$ cat src/hw/rtl/tgh_pkg.sv
// shared types and constants of the twin gaussian log scale rate pipeline
`default_nettype none

package tgh_pkg;

    // fraction bits of the user fixed point formats
    localparam int FRAC_BITS = 16;

    // ln(scale factor) in Q32, signed
    localparam int X_W = 41;
    // amplitude times exp, Q(FRAC_BITS+32), signed
    localparam int BUMP_W = 51;

    localparam logic [31:0] LN2_Q32        = 32'd2977044472;
    localparam logic [30:0] LOG2E_FRAC_Q32 = 31'd1901360723;

    // quotient bits of the normalized distance, root bits of the rate
    localparam int DIV_BITS  = 20;
    localparam int SQRT_BITS = 32;

    // fixed latencies around the refinement stages
    localparam int LOG_FIXED_LAT  = 3;
    localparam int BUMP_FIXED_LAT = DIV_BITS + 7;
    localparam int RATE_LAT       = SQRT_BITS + 5;

    typedef enum logic [2:0] {
        CFG_AMP1,
        CFG_AMP2,
        CFG_CEN1,
        CFG_CEN2,
        CFG_WID1,
        CFG_WID2,
        CFG_COEF
    } cfg_idx_t;

    typedef struct packed {
        logic signed [18:0] gravity_ratio;
        logic [31:0]        expansion_rate;
        logic               bad_input;
        logic               saturated;
    } result_t;

endpackage

`default_nettype wire

$ cat src/hw/rtl/tgh_ctrl.sv
// valid bits of the pipeline and the two entry result buffer
`default_nettype none

module tgh_ctrl
    import tgh_pkg::*;
#(
    parameter int DEPTH = 107
) (
    input  wire logic    clk,
    input  wire logic    rst_n,
    input  wire logic    in_valid,
    output logic         in_ready,
    output logic         en,
    input  wire result_t pipe_res,
    output logic         out_valid,
    input  wire logic    out_ready,
    output result_t      out_res
);

    logic [DEPTH-1:0] valid_reg;
    logic [1:0]       count_reg;
    logic [1:0]       count_next;
    result_t          buf0_reg;
    result_t          buf1_reg;
    logic             push;
    logic             pop;

    // pipeline moves while the buffer has room for one more result
    assign en        = (count_reg != 2'd2);
    assign in_ready  = en;
    assign push      = en && valid_reg[DEPTH-1];
    assign out_valid = (count_reg != 2'd0);
    assign pop       = out_valid && out_ready;
    assign out_res   = buf0_reg;

    always_comb
    begin
        count_next = count_reg;
        if (push && !pop)
        begin
            count_next = count_reg + 2'd1;
        end
        else if (pop && !push)
        begin
            count_next = count_reg - 2'd1;
        end
    end

    always_ff @(posedge clk or negedge rst_n)
    begin
        if (!rst_n)
        begin
            valid_reg <= '0;
            count_reg <= 2'd0;
        end
        else
        begin
            if (en)
            begin
                valid_reg <= {valid_reg[DEPTH-2:0], in_valid};
            end
            count_reg <= count_next;
        end
    end

    always_ff @(posedge clk)
    begin
        if (push && pop)
        begin
            buf0_reg <= pipe_res;
        end
        else if (push)
        begin
            if (count_reg == 2'd0)
            begin
                buf0_reg <= pipe_res;
            end
            else
            begin
                buf1_reg <= pipe_res;
            end
        end
        else if (pop)
        begin
            buf0_reg <= buf1_reg;
        end
    end

endmodule

`default_nettype wire

$ cat config.mk
export PLATFORM = sky130hd
export DESIGN_NAME = tgh_ctrl
export DESIGN_NICKNAME = d
export VERILOG_FILES = /design/src/hw/rtl/tgh_pkg.sv /design/src/hw/rtl/tgh_ctrl.sv
export SDC_FILE = /design/constraint.sdc
export NUM_CORES = 1
export LEC_CHECK = 0
export BUFFER_PORTS_ARGS = -buffer_cell sky130_fd_sc_hd__buf_2
export CORE_MARGIN = 2
export CORE_UTILIZATION = 28
export DETAILED_ROUTE_END_ITERATION = 7
export PLACE_DENSITY = 0.51
export SETUP_SLACK_MARGIN = 0.02
export SYNTH_ARGS = -nofsm -noshare
export SYNTH_HDL_FRONTEND = slang
export SYNTH_SLANG_ARGS = --single-unit
$ cat constraint.sdc
create_clock -name clk -period 6.3 [get_ports clk]
set_input_delay 0.63 -clock clk [delete_from_list [all_inputs] [get_ports clk]]
set_output_delay 0.63 -clock clk [all_outputs]
set_load 0.005 [all_outputs]
Word-level counts from Yosys, hierarchy flattened
Index checks and enable logic that the tools add are counted.
{"block": "classes", "mux": 6, "bitwise_logic": 2, "n_eq_ne": 2, "addsub": 2, "n_reduce_logical": 13}
{"cell": "53-bit two-way mux", "n": 4}
{"cell": "1-bit logical AND", "n": 5}
{"cell": "2-bit two-way mux", "n": 2}
{"cell": "2-bit nonzero test", "n": 2}
{"cell": "3-bit by 1-bit inequality test with 1-bit output, second input constant", "n": 1}
{"cell": "3-bit AND reduction", "n": 1}
{"cell": "3-bit nonzero test", "n": 1}
{"cell": "2-bit by 1-bit adder with 2-bit output, second input constant", "n": 1}
{"cell": "1-bit logical NOT", "n": 2}
{"cell": "2-bit logical NOT", "n": 1}
{"cell": "2-bit inequality test, second input constant", "n": 1}
{"cell": "1-bit NOT", "n": 2}
{"cell": "2-bit AND reduction", "n": 1}
{"cell": "2-bit by 1-bit subtractor with 2-bit output, second input constant", "n": 1}
{"block": "totals", "out_inout_bits": 56, "register_bits": 215}

Longest topological paths before layout
Gate-level depths: netlist of the first run.
{"block": "depth", "ltp_word": 6, "ltp_mapped": 9}

Worst setup path before layout of the first run
OpenSTA, ideal clock, no wires.
{"block": "synth_path", "path_kind": "register to register", "startpoint": "reg count_reg[0]", "endpoint": "reg buf1_reg[0] (netlist bit) (enable)", "path_buffers": 2, "required_time_ns": 5.760, "arrival_time_ns": 5.156, "period_less_slack_ns": 5.696, "path_stages_with_launch": 8, "setup_time_ns": 0.540, "setup_slack_ns": 0.604, "path_cell_list": "dfrtp_1 > nand2b_1 > buf_4 > nand2_4 > buf_6 > inv_1 > ha_1 > nor3b_1"}
{"block": "synth_via", "elab_chain_len": 5}
{"element": "from (decl)", "line": "tgh_ctrl.sv:21", "rtl": "logic [1:0] count_reg;"}
{"element": "from (signal assigned)", "line": "tgh_ctrl.sv:62", "rtl": "count_reg <= count_next;"}
{"element": "2-bit inequality test or 2-bit nonzero test (tied branches)", "line": "tgh_ctrl.sv:29, tgh_ctrl.sv:32"}
{"element": "1-bit logical AND, on equally long branches", "line": "tgh_ctrl.sv:31, tgh_ctrl.sv:33"}
{"element": "1-bit logical AND", "line": "tgh_ctrl.sv:68", "rtl": "if (push && pop)"}
{"element": "1-bit NOT (no source line)"}
{"element": "3-bit AND reduction (no source line) *"}
{"element": "to (signal assigned)", "line": "tgh_ctrl.sv:80", "rtl": "buf1_reg <= pipe_res;"}
{"element": "to (decl)", "line": "tgh_ctrl.sv:24", "rtl": "result_t buf1_reg;"}
Mark *: on every way between the ends. The rest lies on a longest branch, timed or not.
A chain may end at the register's enable or synchronous reset.

Worst setup path after layout of the first run
{"block": "layout_path", "startpoint": "reg count_reg[0]", "endpoint": "reg buf1_reg[4] (netlist bit) (enable)"}
The elaborated chain is that of the path after synthesis.

==> results.ini, run 1 <==
[status]
status = finished clean

[clock_network]
ctsResizeCount = 0
clkLatencyLatePin_ns = 0.53
cts_tree = built
cts_max_level = 1
clockBufferDepth = 3
cts_buffers = 25
post-cts-setup-buffers = 0
clock-sinks = 215
postCtsHoldBufs = 0
cts_root_buf = clkbuf_16
clk_pin_slew_worst_paths_ns = 0.06

[logic_synthesis]
synth_area_per_cell_sq_um = 19.9
synth_fp_nets = 468
synthMuxAreaShare_pct = 24.3
syn_area_sq_mm = 0.00813
synth_adder_area_share_pct = 0.308
synth_top_family_by_area = multiplexers
ys_types = 18
synth_xor_area_share_pct = 0.323
synthCells = 409
yosys-top-cells-area = edfxtp_1 39%, dfrtp_1 34%, mux2_2 15%
synth-warning-count = 0
synth_compound_area_share_pct = 0.123
synth_largest_area_cell = edfxtp_1
synth-seq-cells = 215
synthSimpleGateAreaFrac_pct = 0.523
ys_seq_area_share_pct = 72.7
synth_top_area_share_pct = 39.2

[final_layout]
final_common_cell = buf_2
nNetsFinal = 593
fin_util_pct = 34.7
instances_no_fill = 936
mostFrequentLayoutCells = 111 x buf_2, 110 x mux2_2, 109 x dfrtp_1, 106 x edfxtp_1, 49 x mux2_4
multi_input_area_sq_mm = 0.00210
largest_reg_flops = 107
area_growth_pct = 22.2
fill_cells = 2691
drive_above_1_share_pct = 57.8
regArea_sq_mm = 0.00591
antennaDiodeCount = 0

[die]
die_h_microns = 174
rows = 62
ios = 113
fp.dieW_microns = 174
coreArea_sq_mm = 0.0286
start_util_pct = 28.4
dieArea_sq_mm = 0.0304

[worst_setup_path]
critPathArrivalTime_ns = 3.54
start_kind = flip-flop
end_kind = flip-flop
required_ns = 6.46
crit_fanout = 54
path_class = flip-flop to flip-flop

[sta]
finalCritPeriodShare_pct = 53.7
tightestPinTransition_ns = 1.03
setup_violations = 0
max_freq_ghz = 0.296
fin_ws_ns = 2.92
relSlewSlack_pct = 31.2
finClkSkew_ns = 0.0254
rsz0062_at_grt = false
slew_viol_final = 0
fin_setup_tns_ns = 0
period_needed_ns = 3.38
hold_violations = 0

[detailed_routing]
routed_wl_mm = 13.0
first_pass_iters = 4
drc = 0
wl_per_cell_microns = 13.9
vias = 3823
vias_per_cell = 4.08
drtIter0Drc = 229
drt.antenna.violating_nets = 0

[global_routing]
grt_pass1_vias = 4064
antenna_found_initial = 0
grtUsageTotal_pct = 8.42
grt_max_degree = 70
overflow = 0
grt_pass1_wl_mm = 21.1

[pwr]
power_density_mw_per_mm2 = 301
fin_total_pwr_mw = 2.99
leakage_nw = 4.36
ir_drop_v = 0.000167

[min_path]
min-delay-path-class = input pin to asynchronous set/reset pin

[place]
place_congestion = 0.719
port-buffer-count = 112
dp_slack_ns = 2.84
dp_hpwl_mm = 8.09
dpl.cell_count = 891

[run]
max-cap-violations = 0

## cell type report
type / instances / share of cell area, %
timing repair buffer: 116 / 5.97
inverter: 3 / 0.113
clock inverter: 11 / 1.50
sequential: 215 / 59.5
clock buffer: 34 / 6.94
multi-input combinational: 173 / 21.2
tap: 384 / 4.84
## stage by stage
| step | cell area, sq um | hold WS (ns) |
|---|---|---|
| 2_1_floorplan | 8130 | 0.334 |
| 3_3_place_gp | 9100 | 0.479 |
| 3_5_place_dp | 9100 | 0.488 |
| 4_1_cts | 9940 | 0.142 |
| 5_1_grt | 9940 | 0.182 |
| 6_report | 9940 | 0.141 |
## report_power, final
part	internal [mW]	switching, mW
logic	0.0253	0.0295
registers	1.49	0.00738
clock network	0.893	0.553
## critical path, stage by stage, from the launching register on
cell and delay [ns]:
dfrtp_1 0.43, nand2b_4 0.42, nand2_4 0.88, inv_1 0.20, ha_1 0.27, nor3b_2 0.17
buf_4 0.58
## synth_stat cells
cell type / n
nor3b_1: 1
dfrtp_1: 109
nand2_4: 1
xor2_1: 2
or2_2: 1
ha_1: 2
buf_4: 3
nand2b_1: 1
inv_1: 3
mux2_2: 110
buf_2: 10
xnor2_1: 1
nand2_1: 2
o21ai_0: 2
buf_6: 5
mux2_4: 49
nor2_1: 1
edfxtp_1: 106
## routing by layer
layer | vias to the layer above | GRT usage, % | wire [microns]
li1 | 1760 | - | -
met2 | 122 | 13.3 | 5780
met5 | - | 0 | 0
met3 | 25 | 2.38 | 855
met4 | 0 | 2.52 | 369
met1 | 1916 | 11.3 | 5980
## logic make-up after synthesis
| group | after synthesis |
|---|---|
| AO/OA/AOI/OAI | 2 |
| XOR/XNOR | 3 |
| adder cells (fa/ha/maj) | 2 |
| buffers and inverters | 21 |
| flip-flops | 215 |
| multiplexers | 159 |
| AND/OR/NAND/NOR | 7 |
## path summary, 6_finish.rpt
path,startpoint,endpoint,slack [ns],cells past startpoint
max,count_reg[0]$_DFFE_PN0P_,buf1_reg[4]$_DFFE_PP_,2.92,6
min,rst_n,valid_reg[20]$_DFFE_PN0P_,0.14,1
max reg2reg,count_reg[0]$_DFFE_PN0P_,buf1_reg[4]$_DFFE_PP_,2.92,6
min reg2reg,valid_reg[46]$_DFFE_PN0P_,valid_reg[47]$_DFFE_PN0P_,0.48,1
max in group asynchronous,rst_n,valid_reg[77]$_DFFE_PN0P_,4.99,2
min in group clk,pipe_res[29],buf1_reg[29]$_DFFE_PP_,0.29,1
(Power assumes the default switching activity.)
==> run 2, diff against run 1 <==
PLACE_DENSITY = 0.52   (was 0.51)
clock period = 3.1 ns   (was 6.3 ns; I/O delays follow)
==> run 2 against run 1 <==
Effect of this change: the run now ends with negative hold slack left; design area rose by 4.7%; clock skew fell by 0.0070 ns; utilization rose by 1.6 points; sequential share of layout area fell by 2.7 points; routed wire length rose by 5.9%; maximum frequency rose by 43%; sequential power rose by 100%; hold slack got worse by 0.18 ns; power rose by 98%; largest power group unchanged.
==> results.ini, run 2 (synthesis results as in run 1) <==
[worst_setup_path]
end_kind = flip-flop
worstRegToRegCells = 6
required_ns = 3.23
r2r_slack_ns = 0.73
critPathArrivalTime_ns = 2.50
endpoint = buf1_reg[44]$_DFFE_PP_
crit_chain = or2_2 -> nand2_1 -> inv_1 -> ha_1 -> nor3b_4 -> buf_4
critPathLaunch = count_reg[0]$_DFFE_PN0P_
path_class = flip-flop to flip-flop
critPathMaxStageDelay_ns = 0.52
crit_fanout = 44
r2r_end = buf1_reg[44]$_DFFE_PP_
start_kind = flip-flop
r2r-start = count_reg[0]$_DFFE_PN0P_
slowest_stage = buf_4

[die]
ios = 113
dieArea_sq_mm = 0.0304
coreArea_sq_mm = 0.0286
die_h_microns = 174
start_util_pct = 28.4
rows = 62
fp.dieW_microns = 174

[clock_network]
postCtsHoldBufs = 48
clock-sinks = 215
clockBufferDepth = 3
cts_buffers = 24
clkLatencyLatePin_ns = 0.51
cts_max_level = 1
post-cts-setup-buffers = 0
clk_pin_slew_worst_paths_ns = 0.06
cts_root_buf = clkbuf_16
cts_tree = built
ctsResizeCount = 0

[pwr]
comb_power_share_pct = 2.7
p_clk_share_pct = 46.0
power_density_mw_per_mm2 = 569
p_sw_share_pct = 19.9
internal-power_mw = 4.74
leakage_nw = 4.54
ir_drop_v = 0.000344
p_switching_mw = 1.18
p_seq_share_pct = 51.3

[final_layout]
mostFrequentLayoutCells = 111 x buf_2, 110 x mux2_2, 109 x dfrtp_1, 106 x edfxtp_1, 49 x mux2_4
instances_no_fill = 987
regArea_sq_mm = 0.00591
fin_util_pct = 36.3
fill_cells = 2675
final_common_cell = buf_2
antennaDiodeCount = 0
nNetsFinal = 644
multi_input_area_sq_mm = 0.00212
largest_reg_flops = 107
area_growth_pct = 27.9
drive_above_1_share_pct = 53.1

[run]
max-cap-violations = 0

[global_routing]
grt_max_degree = 84
grt_pass1_wl_mm = 22.7
grt_pass1_vias = 4372
overflow = 0
grtUsageTotal_pct = 9.05
antenna_found_initial = 0

[sta]
slew_viol_final = 0
fin_setup_tns_ns = 0
setup_violations = 0
finClkSkew_ns = 0.0184
rsz0062_at_grt = false
max_freq_ghz = 0.422
period_needed_ns = 2.37
finalCritPeriodShare_pct = 76.4
hold_violations = 35
relSlewSlack_pct = 31.9
tightestPinTransition_ns = 1.02
hold_ws_ns = -0.0416

[detailed_routing]
drt.antenna.violating_nets = 0
drtIter0Drc = 167
wl_per_cell_microns = 13.9
vias = 4039
first_pass_iters = 4
routed_wl_mm = 13.8
vias_per_cell = 4.09
drc = 0

[place]
place_congestion = 0.731
dpl.cell_count = 895
dp_hpwl_mm = 8.25
port-buffer-count = 112

[min_path]
min-delay-path-class = input pin to asynchronous set/reset pin

[status]
status = finished, violations left
violations = negative hold slack

==> run 2: changes by cell type in the layout (fill, tap and decap cells not counted), moves of 2 or more <==
cell,previous run,this run
buf_4,5,9
bufinv_16,3,0
clkbuf_1,6,8
clkbuf_8,3,6
clkinv_2,6,3
dlygate4sd3_1,0,48
==> run 2: critical path: cells and delay by family (launching register included) <==
kind / cells / cell delay (ns)
adder cells (fa/ha/maj): 1 / 0.21
AND/OR/NAND/NOR: 3 / 0.73
flip-flops: 1 / 0.43
buffers and inverters: 2 / 0.59
==> run 2: power groups by stage <==
stage | combinational, mW | sequential [mW] | clock, mW
after floorplan | 0.0302 | 3.09 | 0
after global placement | 0.107 | 3.09 | 0
after detailed placement | 0.114 | 3.09 | 0
after CTS | 0.164 | 3.03 | 2.83
after global routing | 0.178 | 3.04 | 2.95
final | 0.160 | 3.04 | 2.72
==> run 2: metal layers <==
| layer | vias to the layer above | track usage (%) | part of all wire [%] |
|---|---|---|---|
| met5 | - | 0 | 0 |
| met4 | 0 | 2.59 | 2.0 |
| met3 | 21 | 2.38 | 7.4 |
| met2 | 127 | 14.6 | 44 |
| met1 | 2032 | 12.0 | 46 |
| li1 | 1859 | - | - |
==> run 2: worst min path at each step <==
stage                                     startpoint                         end  slack [ns]  cells after the start
after global placement    valid_reg[105]$_DFFE_PN0P_  valid_reg[106]$_DFFE_PN0P_        0.47                      2
after CTS                               pipe_res[30]      buf1_reg[30]$_DFFE_PP_       0.003                      1
after global routing                     pipe_res[0]       buf1_reg[0]$_DFFE_PP_        0.01                      1
after floorplan                                rst_n    count_reg[0]$_DFFE_PN0P_        0.01                      0
after detailed placement   valid_reg[30]$_DFFE_PN0P_   valid_reg[31]$_DFFE_PN0P_        0.49                      1
final                                          rst_n   valid_reg[51]$_DFFE_PN0P_       -0.04                      1
==> run 2: final cells by class <==
type,instances,share of cell area (%)
Sequential cell,215,56.8
Multi-Input combinational cell,173,20.4
Timing Repair Buffer,168,10.6
Clock buffer,39,7.10
Tap cell,384,4.62
Clock inverter,5,0.373
Inverter,3,0.108
==> run 2: per-stage QoR <==
stage	area (sq um)	setup slack (ns)	hold WS (ns)	total power, mW
after floorplan	8160	0.0232	0.0144	3.12
after global placement	9140	0.711	0.472	3.20
after detailed placement	9140	0.661	0.486	3.21
after CTS	10400	0.675	0.00298	6.03
after global routing	10400	0.560	0.0121	6.17
final	10400	0.732	-0.0416	5.92
==> run 3, diff against run 2 <==
PLACE_DENSITY = 0.51   (was 0.52)
clock period = 2.2 ns   (was 3.1 ns; I/O delays follow)
==> run 3 against run 2 <==
Effect of this change: the run now ends clean; power grew 43%; global-route usage shrank 0.67 points; combinational power grew 49%; final cell count grew 0.61%; clock power grew 45%; via count grew 0.35%; critical endpoint is now buf1_reg[6]$_DFFE_PP_; largest cell class unchanged.
==> results.ini, run 3 (synthesis results as in run 1) <==
[worst_setup_path]
crit_chain = or2_2 -> nand2_1 -> inv_1 -> ha_4 -> nor3b_4 -> clkbuf_16
cp_top_family = simple AND/OR/NAND/NOR gates
worstRegToRegCells = 6
slowest_stage = dfrtp_1
end_kind = flip-flop
worst-path-buf-inv = 2
r2r_end = buf1_reg[6]$_DFFE_PP_
critPathArrivalTime_ns = 2.26
r2r-start = count_reg[0]$_DFFE_PN0P_
r2r_slack_ns = 0.11
crit_cells = 6
crit_fanout = 53
required_ns = 2.37
path_class = flip-flop to flip-flop
start_kind = flip-flop
critPathLaunch = count_reg[0]$_DFFE_PN0P_
endpoint = buf1_reg[6]$_DFFE_PP_
critPathMaxStageDelay_ns = 0.43

[detailed_routing]
vias = 4053
dr_wl_met2_mm = 5.88
first_pass_iters = 4
wl_per_cell_microns = 13.2
drt.antenna.violating_nets = 0
wl_met1_mm = 6.13
wl_met3_microns = 844
vias_per_cell = 4.08
routed_wl_mm = 13.1
drc = 0
dr.max_layer_used = met4
drtIter0Drc = 177

[clock_network]
cts_buffers = 24
clock-sinks = 215
cts_max_level = 1
clk_pin_slew_worst_paths_ns = 0.06
clkLatencyLatePin_ns = 0.50
cts_tree = built
clockBufferDepth = 3
cts_root_buf = clkbuf_16

[sta]
finClkSkew_ns = 0.00859
tightestPinTransition_ns = 0.522
period_needed_ns = 2.09
rsz0062_at_grt = true
slew_viol_final = 0
relSlewSlack_pct = 65.2
setup_violations = 0
hold_violations = 0
fin_ws_ns = 0.106
hold_ws_ns = 0.192
max_freq_ghz = 0.477
finalCritPeriodShare_pct = 95.2

[final_layout]
antennaDiodeCount = 0
fin_util_pct = 37.0
nNetsFinal = 650
largest_reg_flops = 107
mostFrequentLayoutCells = 111 x buf_2, 110 x mux2_2, 109 x dfrtp_1, 106 x edfxtp_1, 55 x dlygate4sd3_1
area_growth_pct = 30.2
drive_above_1_share_pct = 52.5
final_common_cell = buf_2
instances_no_fill = 993
fill_cells = 2631

[global_routing]
grtUsageTotal_pct = 8.37
grt_max_degree = 111
grt_pass1_wl_mm = 21.4
antenna_found_initial = 0
grt_pass1_vias = 4213
overflow = 0

[place]
place_congestion = 0.720
dp_slack_ns = 0.103
dpl.cell_count = 894
dp_hpwl_mm = 8.12
port-buffer-count = 112

[die]
coreArea_sq_mm = 0.0286
dieArea_sq_mm = 0.0304
start_util_pct = 28.4
fp.dieW_microns = 174
ios = 113
die_h_microns = 174
rows = 62

[pwr]
ir_drop_v = 0.000447
leakage_nw = 4.61
power_density_mw_per_mm2 = 800

[status]
status = finished clean

[min_path]
min-delay-path-class = input pin to asynchronous set/reset pin

[run]
max-cap-violations = 0

## run 3: worst min-delay path by stage
stage / from / slack (ns) / cells after the start / to
after floorplan: rst_n / -0.08 / 0 / count_reg[0]$_DFFE_PN0P_
after global placement: rst_n / 0.17 / 1 / valid_reg[73]$_DFFE_PN0P_
after detailed placement: rst_n / 0.18 / 1 / valid_reg[68]$_DFFE_PN0P_
after CTS: rst_n / 0.19 / 2 / valid_reg[68]$_DFFE_PN0P_
after global routing: rst_n / 0.23 / 2 / valid_reg[68]$_DFFE_PN0P_
final: rst_n / 0.19 / 2 / valid_reg[68]$_DFFE_PN0P_
## run 3: layout make-up
cell class / instances / area (sq um) / area share, %
Sequential cell: 215 / 5910 / 55.9
Multi-Input combinational cell: 173 / 2130 / 20.1
Timing Repair Buffer: 174 / 1240 / 11.7
Clock buffer: 37 / 721 / 6.81
Tap cell: 384 / 480 / 4.54
Clock inverter: 7 / 83.8 / 0.792
Inverter: 3 / 16.3 / 0.154
## run 3: metal layers
| metal | track usage, % | up-vias |
|---|---|---|
| met1 | 11.3 | 2037 |
| li1 | - | 1873 |
| met5 | 0 | - |
| met4 | 2.38 | 0 |
| met3 | 2.25 | 23 |
| met2 | 13.2 | 120 |
## run 3: repair_timing
action / 4_1_cts / 5_1_grt
resized for setup: 0 / 2
endpoints found under the setup margin: 0 / 29
setup buffers: 0 / 0
hold buffers: 55 / 0
hold endpoints to repair: 84 / 0
## run 3: power breakdown
group | switching [mW] | total (mW) | internal, mW | leakage (nW)
Clock | 1.47 | 3.95 | 2.48 | 0.396
Sequential | 0.0211 | 4.28 | 4.26 | 2.36
Combinational | 0.0976 | 0.238 | 0.141 | 1.85
Total | 1.58 | 8.46 | 6.88 | 4.61
## run 3: through the flow
| stage | TNS (ns) | cell area, sq um | total power [mW] |
|---|---|---|---|
| global route | 0 | 10600 | 8.82 |
| CTS | 0 | 10600 | 8.64 |
| floorplan | -59.23 | 8190 | 4.39 |
| finish | 0 | 10600 | 8.46 |
| detailed placement | 0 | 9220 | 4.52 |
| global placement | 0 | 9220 | 4.51 |
